`src/hw/rtl/pcs_pkg.sv`:
```
// pcs_pkg: shared types and constants for the puct child selector
// no dependencies
`default_nettype none
package pcs_pkg;
   localparam int unsigned ActionWidth = 10;
   localparam int unsigned PriorWidth  = 16;
   localparam int unsigned VisitWidth  = 24;
   localparam int unsigned SumWidth    = 40;
   localparam int unsigned IndexWidth  = 8;
   localparam int unsigned ScoreWidth  = 32;
   localparam int unsigned WeightWidth = 16;
   localparam int unsigned SqrtWidth   = 24;
   localparam int unsigned CsrIdxWidth = 1;

   localparam logic [CsrIdxWidth-1:0] CSR_EXPLORATION_WEIGHT = 1'd0;
   localparam logic [CsrIdxWidth-1:0] CSR_RANK_BY_VISITS     = 1'd1;
   localparam logic [WeightWidth-1:0] WEIGHT_RESET           = 16'd256;

   typedef enum logic [2:0] {
      ST_IDLE,
      ST_SQRT,
      ST_MUL,
      ST_DIV_MEAN,
      ST_DIV_U,
      ST_RANK
   } state_type;
endpackage
`default_nettype wire

```
`src/hw/rtl/puct_child_selector.sv`:
```
// puct_child_selector: running best-child search over one node's children
// depends on pcs_pkg; bit-serial sqrt, shift-add multiply and restoring dividers
//
//  channel  | ports                                  | handshake
//  ---------+----------------------------------------+-------------------------
//  request  | req_* fields                           | start & !busy
//  result   | rsp_best_action/index/score            | rsp_valid, one cycle
//  csr      | csr_index, csr_data                    | csr_valid & csr_ready
//
// after a transfer busy stays high through the sqrt (first child of a node only), the
// multiply, the two divides and the rank step in puct mode; visits mode keeps only the
// sqrt and rank steps. the result strobe comes in the cycle after the last child's rank
// step. reset is synchronous and clears control and the running best. the receiver
// cannot stall results.
`default_nettype none
module puct_child_selector #(
   parameter int unsigned MAX_CHILDREN = 256
) (
   input  wire logic        clock,
   input  wire logic        reset,
   input  wire logic        start,
   output logic             busy,
   input  wire logic [9:0]  req_child_action,
   input  wire logic [15:0] req_prior,
   input  wire logic [23:0] req_visit_count,
   input  wire logic signed [39:0] req_value_sum,
   input  wire logic [23:0] req_parent_visits,
   input  wire logic        req_last_child,
   output logic             rsp_valid,
   output logic [9:0]       rsp_best_action,
   output logic [7:0]       rsp_best_index,
   output logic signed [31:0] rsp_best_score,
   input  wire logic        csr_valid,
   output logic             csr_ready,
   input  wire logic [pcs_pkg::CsrIdxWidth-1:0] csr_index,
   input  wire logic [15:0] csr_data
);
   localparam int unsigned CntBits  = $clog2(MAX_CHILDREN + 1);
   localparam int unsigned CntWidth = (CntBits > 8) ? CntBits : 8;
   localparam int unsigned ProdW = 56; // 16+16+24
   localparam int unsigned DivW  = 64;

   pcs_pkg::state_type state_ff, state_in;

   logic [15:0] weight_ff;
   logic        rank_ff;

   // latched item
   logic [9:0]  action_ff;
   logic [15:0] prior_ff;
   logic [23:0] visits_ff;
   logic signed [39:0] sum_ff;
   logic        last_ff;

   logic [CntWidth-1:0] count_ff, count_in;
   logic [23:0] psqrt_ff, psqrt_in;
   logic        have_ff, have_in;
   logic signed [31:0] best_score_ff, best_score_in;
   logic [9:0]  best_action_ff, best_action_in;
   logic [7:0]  best_index_ff, best_index_in;

   // shared shift datapath
   logic [6:0]  step_ff, step_in;
   logic [47:0] rad_ff, rad_in;     // sqrt radicand
   logic [25:0] rem_s_ff, rem_s_in; // sqrt remainder
   logic [ProdW-1:0] acc_ff, acc_in;   // product accumulator
   logic [ProdW-1:0] mcand_ff, mcand_in;
   logic [31:0] mplier_ff, mplier_in;
   logic [DivW-1:0] quo_ff, quo_in;
   logic [DivW:0]   rem_ff, rem_in;
   logic [DivW-1:0] dvd_ff, dvd_in;
   logic signed [41:0] mean_ff, mean_in;
   logic [ProdW-1:0] prod_ff, prod_in;

   logic        go;
   logic        rsp_valid_in;
   logic [25:0] s_trial;
   logic [DivW:0] r_shift;
   logic [DivW:0] divisor;
   logic [39:0] sum_abs;
   logic signed [65:0] total;
   logic signed [31:0] score;
   logic        take;

   assign go        = start && !busy;
   assign csr_ready = 1'b1;

   always_ff @(posedge clock) begin
      if (reset) begin
         weight_ff <= pcs_pkg::WEIGHT_RESET;
         rank_ff   <= 1'b0;
      end else if (csr_valid) begin
         case (csr_index)
            pcs_pkg::CSR_EXPLORATION_WEIGHT: weight_ff <= csr_data;
            pcs_pkg::CSR_RANK_BY_VISITS:     rank_ff   <= csr_data[0];
            default: ;
         endcase
      end
   end

   // next state
   always_comb begin
      state_in = state_ff;
      case (state_ff)
         pcs_pkg::ST_IDLE:
            if (go) begin
               // the parent root is taken at the first child of a node in either mode
               if (count_ff == '0) state_in = pcs_pkg::ST_SQRT;
               else if (rank_ff) state_in = pcs_pkg::ST_RANK;
               else state_in = pcs_pkg::ST_MUL;
            end
         pcs_pkg::ST_SQRT:
            if (step_ff == 7'd23) state_in = rank_ff ? pcs_pkg::ST_RANK : pcs_pkg::ST_MUL;
         pcs_pkg::ST_MUL:      if (step_ff == 7'd31) state_in = pcs_pkg::ST_DIV_MEAN;
         pcs_pkg::ST_DIV_MEAN: if (step_ff == 7'd63) state_in = pcs_pkg::ST_DIV_U;
         pcs_pkg::ST_DIV_U:    if (step_ff == 7'd63) state_in = pcs_pkg::ST_RANK;
         pcs_pkg::ST_RANK:     state_in = pcs_pkg::ST_IDLE;
         default:              state_in = pcs_pkg::ST_IDLE;
      endcase
   end

   // outputs
   always_comb begin
      busy         = (state_ff != pcs_pkg::ST_IDLE);
      rsp_valid_in = (state_ff == pcs_pkg::ST_RANK) && last_ff;
   end

   assign s_trial = {rem_s_ff[23:0], rad_ff[47:46]} - {psqrt_ff, 2'b01};
   assign divisor = (state_ff == pcs_pkg::ST_DIV_MEAN) ?
                    {41'd0, visits_ff} : {{(DivW-44){1'b0}}, {1'b0, visits_ff} + 25'd1, 20'd0};
   assign r_shift = {rem_ff[DivW-1:0], dvd_ff[DivW-1]};
   assign sum_abs = sum_ff[39] ? ~sum_ff + 40'd1 : sum_ff;

   assign total = (state_ff == pcs_pkg::ST_RANK && !rank_ff) ?
                  66'(mean_ff) + $signed({10'd0, prod_ff}) : '0;
   always_comb begin
      if (rank_ff) score = {8'd0, visits_ff};
      else if (total > 66'sd2147483647) score = 32'sh7fffffff;
      else if (total < -66'sd2147483648) score = 32'sh80000000;
      else score = total[31:0];
   end
   assign take = (count_ff < CntWidth'(MAX_CHILDREN)) && (!have_ff || score > best_score_ff);

   always_comb begin
      step_in = step_ff + 7'd1;
      rad_in = rad_ff; rem_s_in = rem_s_ff; psqrt_in = psqrt_ff;
      acc_in = acc_ff; mcand_in = mcand_ff; mplier_in = mplier_ff;
      quo_in = quo_ff; rem_in = rem_ff; dvd_in = dvd_ff;
      mean_in = mean_ff; prod_in = prod_ff;
      count_in = count_ff; have_in = have_ff;
      best_score_in = best_score_ff; best_action_in = best_action_ff;
      best_index_in = best_index_ff;
      case (state_ff)
         pcs_pkg::ST_IDLE: begin
            step_in  = '0;
            rad_in   = {req_parent_visits, 24'd0};
            rem_s_in = '0;
            if (count_ff == '0) psqrt_in = '0;
            acc_in    = '0;
            mcand_in  = {40'd0, req_prior};
            mplier_in = '0;
         end
         pcs_pkg::ST_SQRT: begin
            // one result bit per cycle, two radicand bits
            rad_in = {rad_ff[45:0], 2'b00};
            if (!s_trial[25]) begin
               rem_s_in = s_trial;
               psqrt_in = {psqrt_ff[22:0], 1'b1};
            end else begin
               rem_s_in = {rem_s_ff[23:0], rad_ff[47:46]};
               psqrt_in = {psqrt_ff[22:0], 1'b0};
            end
            if (step_ff == 7'd23) step_in = '0;
         end
         pcs_pkg::ST_MUL: begin
            // prior * weight * sqrt: multiplier bit per cycle over the parent sqrt
            if (step_ff == 7'd0) begin
               mplier_in = {8'd0, psqrt_ff};
               mcand_in  = {24'd0, 32'(prior_ff) * 32'(weight_ff)};
               step_in   = 7'd1;
               acc_in    = '0;
            end else begin
               if (mplier_ff[0]) acc_in = acc_ff + mcand_ff;
               mcand_in  = {mcand_ff[ProdW-2:0], 1'b0};
               mplier_in = {1'b0, mplier_ff[31:1]};
            end
            if (step_ff == 7'd31) begin
               prod_in = acc_ff + (mplier_ff[0] ? mcand_ff : '0);
               step_in = '0;
               rem_in  = '0;
               quo_in  = '0;
               dvd_in  = {24'd0, sum_abs};
            end
         end
         pcs_pkg::ST_DIV_MEAN, pcs_pkg::ST_DIV_U: begin
            dvd_in = {dvd_ff[DivW-2:0], 1'b0};
            if (r_shift >= divisor) begin
               rem_in = r_shift - divisor;
               quo_in = {quo_ff[DivW-2:0], 1'b1};
            end else begin
               rem_in = r_shift;
               quo_in = {quo_ff[DivW-2:0], 1'b0};
            end
            if (step_ff == 7'd63) begin
               if (state_ff == pcs_pkg::ST_DIV_MEAN) begin
                  if (visits_ff == '0) mean_in = '0;
                  else if (sum_ff < 0) mean_in = -$signed({1'b0, quo_in[40:0]});
                  else mean_in = $signed({1'b0, quo_in[40:0]});
                  dvd_in = {8'd0, prod_ff};
               end else begin
                  prod_in = quo_in[ProdW-1:0];
               end
               step_in = '0;
               rem_in  = '0;
               quo_in  = '0;
            end
         end
         pcs_pkg::ST_RANK: begin
            if (take) begin
               best_score_in  = score;
               best_action_in = action_ff;
               best_index_in  = count_ff[7:0];
               have_in        = 1'b1;
            end
            if (count_ff < CntWidth'(MAX_CHILDREN)) count_in = count_ff + 1'b1;
            if (last_ff) begin
               count_in = '0; have_in = 1'b0; best_score_in = '0;
               best_action_in = '0; best_index_in = '0; psqrt_in = '0;
            end
         end
         default: ;
      endcase
   end

   always_ff @(posedge clock) begin
      if (reset) begin
         state_ff       <= pcs_pkg::ST_IDLE;
         count_ff       <= '0;
         have_ff        <= 1'b0;
         psqrt_ff       <= '0;
         best_score_ff  <= '0;
         best_action_ff <= '0;
         best_index_ff  <= '0;
         rsp_valid      <= 1'b0;
         step_ff        <= '0;
      end else begin
         state_ff       <= state_in;
         count_ff       <= count_in;
         have_ff        <= have_in;
         psqrt_ff       <= psqrt_in;
         best_score_ff  <= best_score_in;
         best_action_ff <= best_action_in;
         best_index_ff  <= best_index_in;
         rsp_valid      <= rsp_valid_in;
         step_ff        <= step_in;
      end
   end

   always_ff @(posedge clock) begin
      rad_ff <= rad_in; rem_s_ff <= rem_s_in;
      acc_ff <= acc_in; mcand_ff <= mcand_in; mplier_ff <= mplier_in;
      quo_ff <= quo_in; rem_ff <= rem_in; dvd_ff <= dvd_in;
      mean_ff <= mean_in; prod_ff <= prod_in;
      if (go) begin
         action_ff <= req_child_action;
         prior_ff  <= req_prior;
         visits_ff <= req_visit_count;
         sum_ff    <= req_value_sum;
         last_ff   <= req_last_child;
      end
      // result shows the winner including the last child
      if (rsp_valid_in) begin
         rsp_best_action <= take ? action_ff : best_action_ff;
         rsp_best_index  <= take ? count_ff[7:0] : best_index_ff;
         rsp_best_score  <= take ? score : best_score_ff;
      end
   end
endmodule
`default_nettype wire
```
`config.mk`:
```
export PLATFORM = sky130hd
export DESIGN_NAME = puct_child_selector
export DESIGN_NICKNAME = d
export VERILOG_FILES = /design/src/hw/rtl/pcs_pkg.sv /design/src/hw/rtl/puct_child_selector.sv
export SDC_FILE = /design/constraint.sdc
export NUM_CORES = 2
export LEC_CHECK = 0
export ABC_AREA = 1
export BUFFER_PORTS_ARGS = -buffer_cell sky130_fd_sc_hd__buf_2
export CAP_MARGIN = 20
export CORE_MARGIN = 2
export CORE_UTILIZATION = 50
export CTS_BUF_LIST = sky130_fd_sc_hd__clkbuf_8
export CTS_CLUSTER_SIZE = 16
export DETAILED_ROUTE_END_ITERATION = 16
export GPL_TIMING_DRIVEN = 0
export PLACE_DENSITY = 0.66
export SLEW_MARGIN = 25
export SYNTH_ARGS = -nofsm -noshare
export SYNTH_HDL_FRONTEND = slang
export SYNTH_SLANG_ARGS = --single-unit
```
`constraint.sdc`:
```
create_clock -name clock -period 29.5 [get_ports clock]
set_input_delay 5.9 -clock clock [delete_from_list [all_inputs] [get_ports clock]]
set_output_delay 5.9 -clock clock [all_outputs]
set_load 0.02 [all_outputs]
```
==> results.md <==
* Synthesized area at 56,700 sq um
* Post-Syn Instances at ~7,400
* CTS tree: built
* Detailed placer's ending HPWL at 147,000 um
* Depth of the most critical reg-to-reg path at 46
* Leakage component of the power at 29.1 nW
* Largest net degree at the start of global routing at 52
* DIE HEIGHT at ~340 um
* Number of stages on the worst hold path at 2
* Async S/R FF share, synth at 0%
* Share of synthesized area occupied by flip-flops and latches at 36.1%
* Final-layout setup total negative slack at 0 ns
* Final setup skew at about 0.064 ns
* Reg-to-reg setup timing slack at 21.62 ns
* CP endpoint kind: primary output
* Die width at roughly 340 um
* Period minus WS final at 8.08 ns
* # hold bufs at CTS at 0
* Core Area at 112,000 sq um
* Compound-cell area share of the yosys netlist at 14.1%
* Yosys top cell area share at between 30 and 40%
* Register bit total from synthesis at roughly 720
* Dominant combinational cell family by area after synthesis: simple AND/OR/NAND/NOR gates
* Via total after detailed routing at 51,300
* Via count of the first global-routing pass at 49,100
* Buffer depth of the longest clock path at 3
* Area share of fa/ha/maj cells after synthesis at 15.4%
* Nets@finish at 8,494
* Highest clock frequency the design can meet at 124 MHz
* Number of synthesized flops with an enable pin at 606
* Status: completed
* Top cells by area in the synthesized netlist: sky130_fd_sc_hd__edfxtp_1 32%, sky130_fd_sc_hd__nand2_1 12%, sky130_fd_sc_hd__ha_1 8.4%
* Peak ir drop on the vdd network at about 0.000099 V
* Cell type with the largest total area after synthesis: sky130_fd_sc_hd__edfxtp_1
* Unrepaired setup endpoints after global routing: false
* Filler cell count in the final layout at 10,900
* Number of pins exceeding their max-slew limit in the final report at 0
* Maximum fanout along the worst path at 6
* Hold Vio Cnt, Final at 0
* Max-cap check violation count at 0
* Register Area at 20,400 sq um
* Site row count at 123
* Worst hold path class: reg2reg
* Gates resized, CTS repair at 0
* Simple-gate area share of the yosys netlist at between 20% and 30%
* GP Congestion at 1.02
* Fraction of layout cells with a size suffix above 1 at under 10%
* Total area of multi-input combinational cells at 30,900 sq um
* Most numerous cell types in the synthesized netlist: 1,843 x sky130_fd_sc_hd__nand2_1, 1,180 x sky130_fd_sc_hd__inv_1, 698 x sky130_fd_sc_hd__nor2_1, 654 x sky130_fd_sc_hd__a21oi_1, 606 x sky130_fd_sc_hd__edfxtp_1
* GRT Resource Usage Total at between 30% and 40%
* Clock sinks at 718
* Post-route ant nets at 0
* Count of different cell masters after synthesis at 68
* Most used DFF post-synth: sky130_fd_sc_hd__edfxtp_1
* Mean Syn Cell Area at 7.62 sq um
* Root Driver: sky130_fd_sc_hd__clkbuf_8
* First-pass iteration count of the detailed router at 6
* Initial antenna violation count at 3
* Post-layout utilization of the core at 55.9%
* First-pass GRT wire length at 280,000 um
* Total grt overflow at 0
* Total number of yosys warnings at 0
* Pin slew with the least headroom to its limit at 1.10 ns
* Die area at 116,000 sq um
* Io pins at 189
* Multiplexer area fraction after synthesis at 0%
* Xor/xnor share of the synthesized area at 2.04%
* Count of buffers inserted at the top-level ports at 186
* Remaining DRCs at 0
* Number of buffers created by CTS at 131
* Iter 0 DRT Violations at 5,258
* Synth-to-layout area growth at 11.1%
* Data arrival time at the worst-slack endpoint at 2.18 ns
* H-Tree Depth at 4
* Crit Path Class: reg2out
* Synth Net Count at 8,147
* Average detailed-routed wire length per instance at 19.3 um
* Period Utilization, post-route at 27.4%
* Cell with the most instances after synthesis: sky130_fd_sc_hd__nand2_1
* Clock latency of the later-clocked register in the worst-skew pair at 0.88 ns
* Post-detailed-routing wire length at 181,000 um
* Relative slew margins at between 20% and 30%
* Post-DR vias/cell at 5.46
* Final Setup Violations at 0
* Power density over the cells at 103 nW/um^2
* Initial Utilization at 50.4%
* Post-CTS Setup Repair Bufs at 0
* CTS clk-pin slew, worst paths at 0.06 ns
* Critical path data required time at 23.60 ns
* CP Launch Type: flop
[cell usage in the layout (no fill, tap or decap), types with 31 or more instances in the layout]
cell	synthesis	final
sky130_fd_sc_hd__nand2_1	1843	1843
sky130_fd_sc_hd__inv_1	1180	1217
sky130_fd_sc_hd__nor2_1	698	692
sky130_fd_sc_hd__a21oi_1	654	653
sky130_fd_sc_hd__edfxtp_1	606	606
sky130_fd_sc_hd__o21ai_0	490	489
sky130_fd_sc_hd__ha_1	380	380
sky130_fd_sc_hd__nand3_1	258	258
sky130_fd_sc_hd__clkbuf_1	205	204
sky130_fd_sc_hd__buf_2	16	202
sky130_fd_sc_hd__fa_1	198	198
sky130_fd_sc_hd__clkbuf_8	0	140
sky130_fd_sc_hd__dfxtp_1	112	112
sky130_fd_sc_hd__nor3_1	75	73
sky130_fd_sc_hd__xor2_1	72	72
sky130_fd_sc_hd__xnor2_1	60	60
sky130_fd_sc_hd__nand4_1	55	55
sky130_fd_sc_hd__o21bai_1	46	46
sky130_fd_sc_hd__a31oi_1	41	41
sky130_fd_sc_hd__o21a_1	41	41
sky130_fd_sc_hd__a21boi_0	34	34
sky130_fd_sc_hd__nand2_2	33	33
sky130_fd_sc_hd__nor4_1	31	31
[worst paths after layout]
path,startpoint,to
setup / recovery,state_ff[1],busy
hold / removal,best_action_ff[1],best_action_ff[1]
setup reg to reg,visits_ff[2],mean_ff[36]
hold reg to reg,best_action_ff[1],best_action_ff[1]
[cell families (layout without fill, tap and decap cells)]
| group | count (synthesis) | in the layout |
|---|---|---|
| xor+xnor | 132 | 132 |
| buf+inv | 1435 | 1890 |
| fa+ha+maj | 578 | 578 |
| other cells | 1 | 2 |
| compound gates | 1455 | 1455 |
| simple gates | 3114 | 3114 |
| flops | 718 | 718 |
[worst max-delay path: stages, from the launching register on]
cell	delay (ns)
sky130_fd_sc_hd__dfxtp_1	0.49
sky130_fd_sc_hd__nor2_1	0.12
sky130_fd_sc_hd__inv_1	0.07
sky130_fd_sc_hd__nor2_1	0.05
sky130_fd_sc_hd__inv_1	0.33
sky130_fd_sc_hd__buf_2	0.25
[state kept, by name (all words and copies together) (netlist names), 7 cells and up]
| signal | count |
|---|---|
| prod_ff | 56 |
| action_ff | 10 |
| step_ff | 7 |
| best_index_ff | 8 |
| count_ff | 9 |
| prior_ff | 16 |
| rad_ff | 24 |
| best_score_ff | 32 |
| acc_ff | 56 |
| rem_s_ff | 24 |
| quo_ff | 55 |
| visits_ff | 24 |
| best_action_ff | 10 |
| rsp_best_action | 10 |
| mplier_ff | 24 |
| rem_ff | 64 |
| rsp_best_index | 8 |
| psqrt_ff | 24 |
| sum_ff | 40 |
| mean_ff | 42 |
| mcand_ff | 56 |
| rsp_best_score | 32 |
| weight_ff | 16 |
| dvd_ff | 64 |
[report_power, final]
group | internal, mW | switching, mW
clock | 0.529 | 0.471
combinational | 1.21 | 2.44
sequential | 1.56 | 0.250
total | 3.29 | 3.17
[layout make-up]
class / instances / area share, %
inverter: 1198 / 7.14
multi-input combinational: 5280 / 49.0
clock buffer: 140 / 3.06
clock inverter: 101 / 1.24
tap: 1500 / 2.98
buffer: 237 / 1.52
timing repair buffer: 214 / 2.54
antenna: 1 / 0.00398
sequential: 718 / 32.5
[per-layer routing]
metal,track usage [%],routed length (um)
met4,11.1,6370
met5,0,12
met3,4.70,13700
met1,43.4,79800
met2,49.2,81300
[stage by stage]
step | hold slack [ns] | cell area, sq um | worst slack (ns) | cells | total power [mW]
after detailed placement | 0.456 | 60200 | 21.55 | 9147 | 5.40
after global routing | 0.486 | 62900 | 20.86 | 9389 | 6.97
final | 0.467 | 62900 | 21.42 | 9389 | 6.46
after CTS | 0.466 | 62900 | 21.38 | 9388 | 6.43
after floorplan | 0.445 | 56700 | 12.87 | 7433 | 4.22
after global placement | 0.452 | 59500 | 4.37 | 9119 | 5.35
Power figures use the tool's default switching activity.
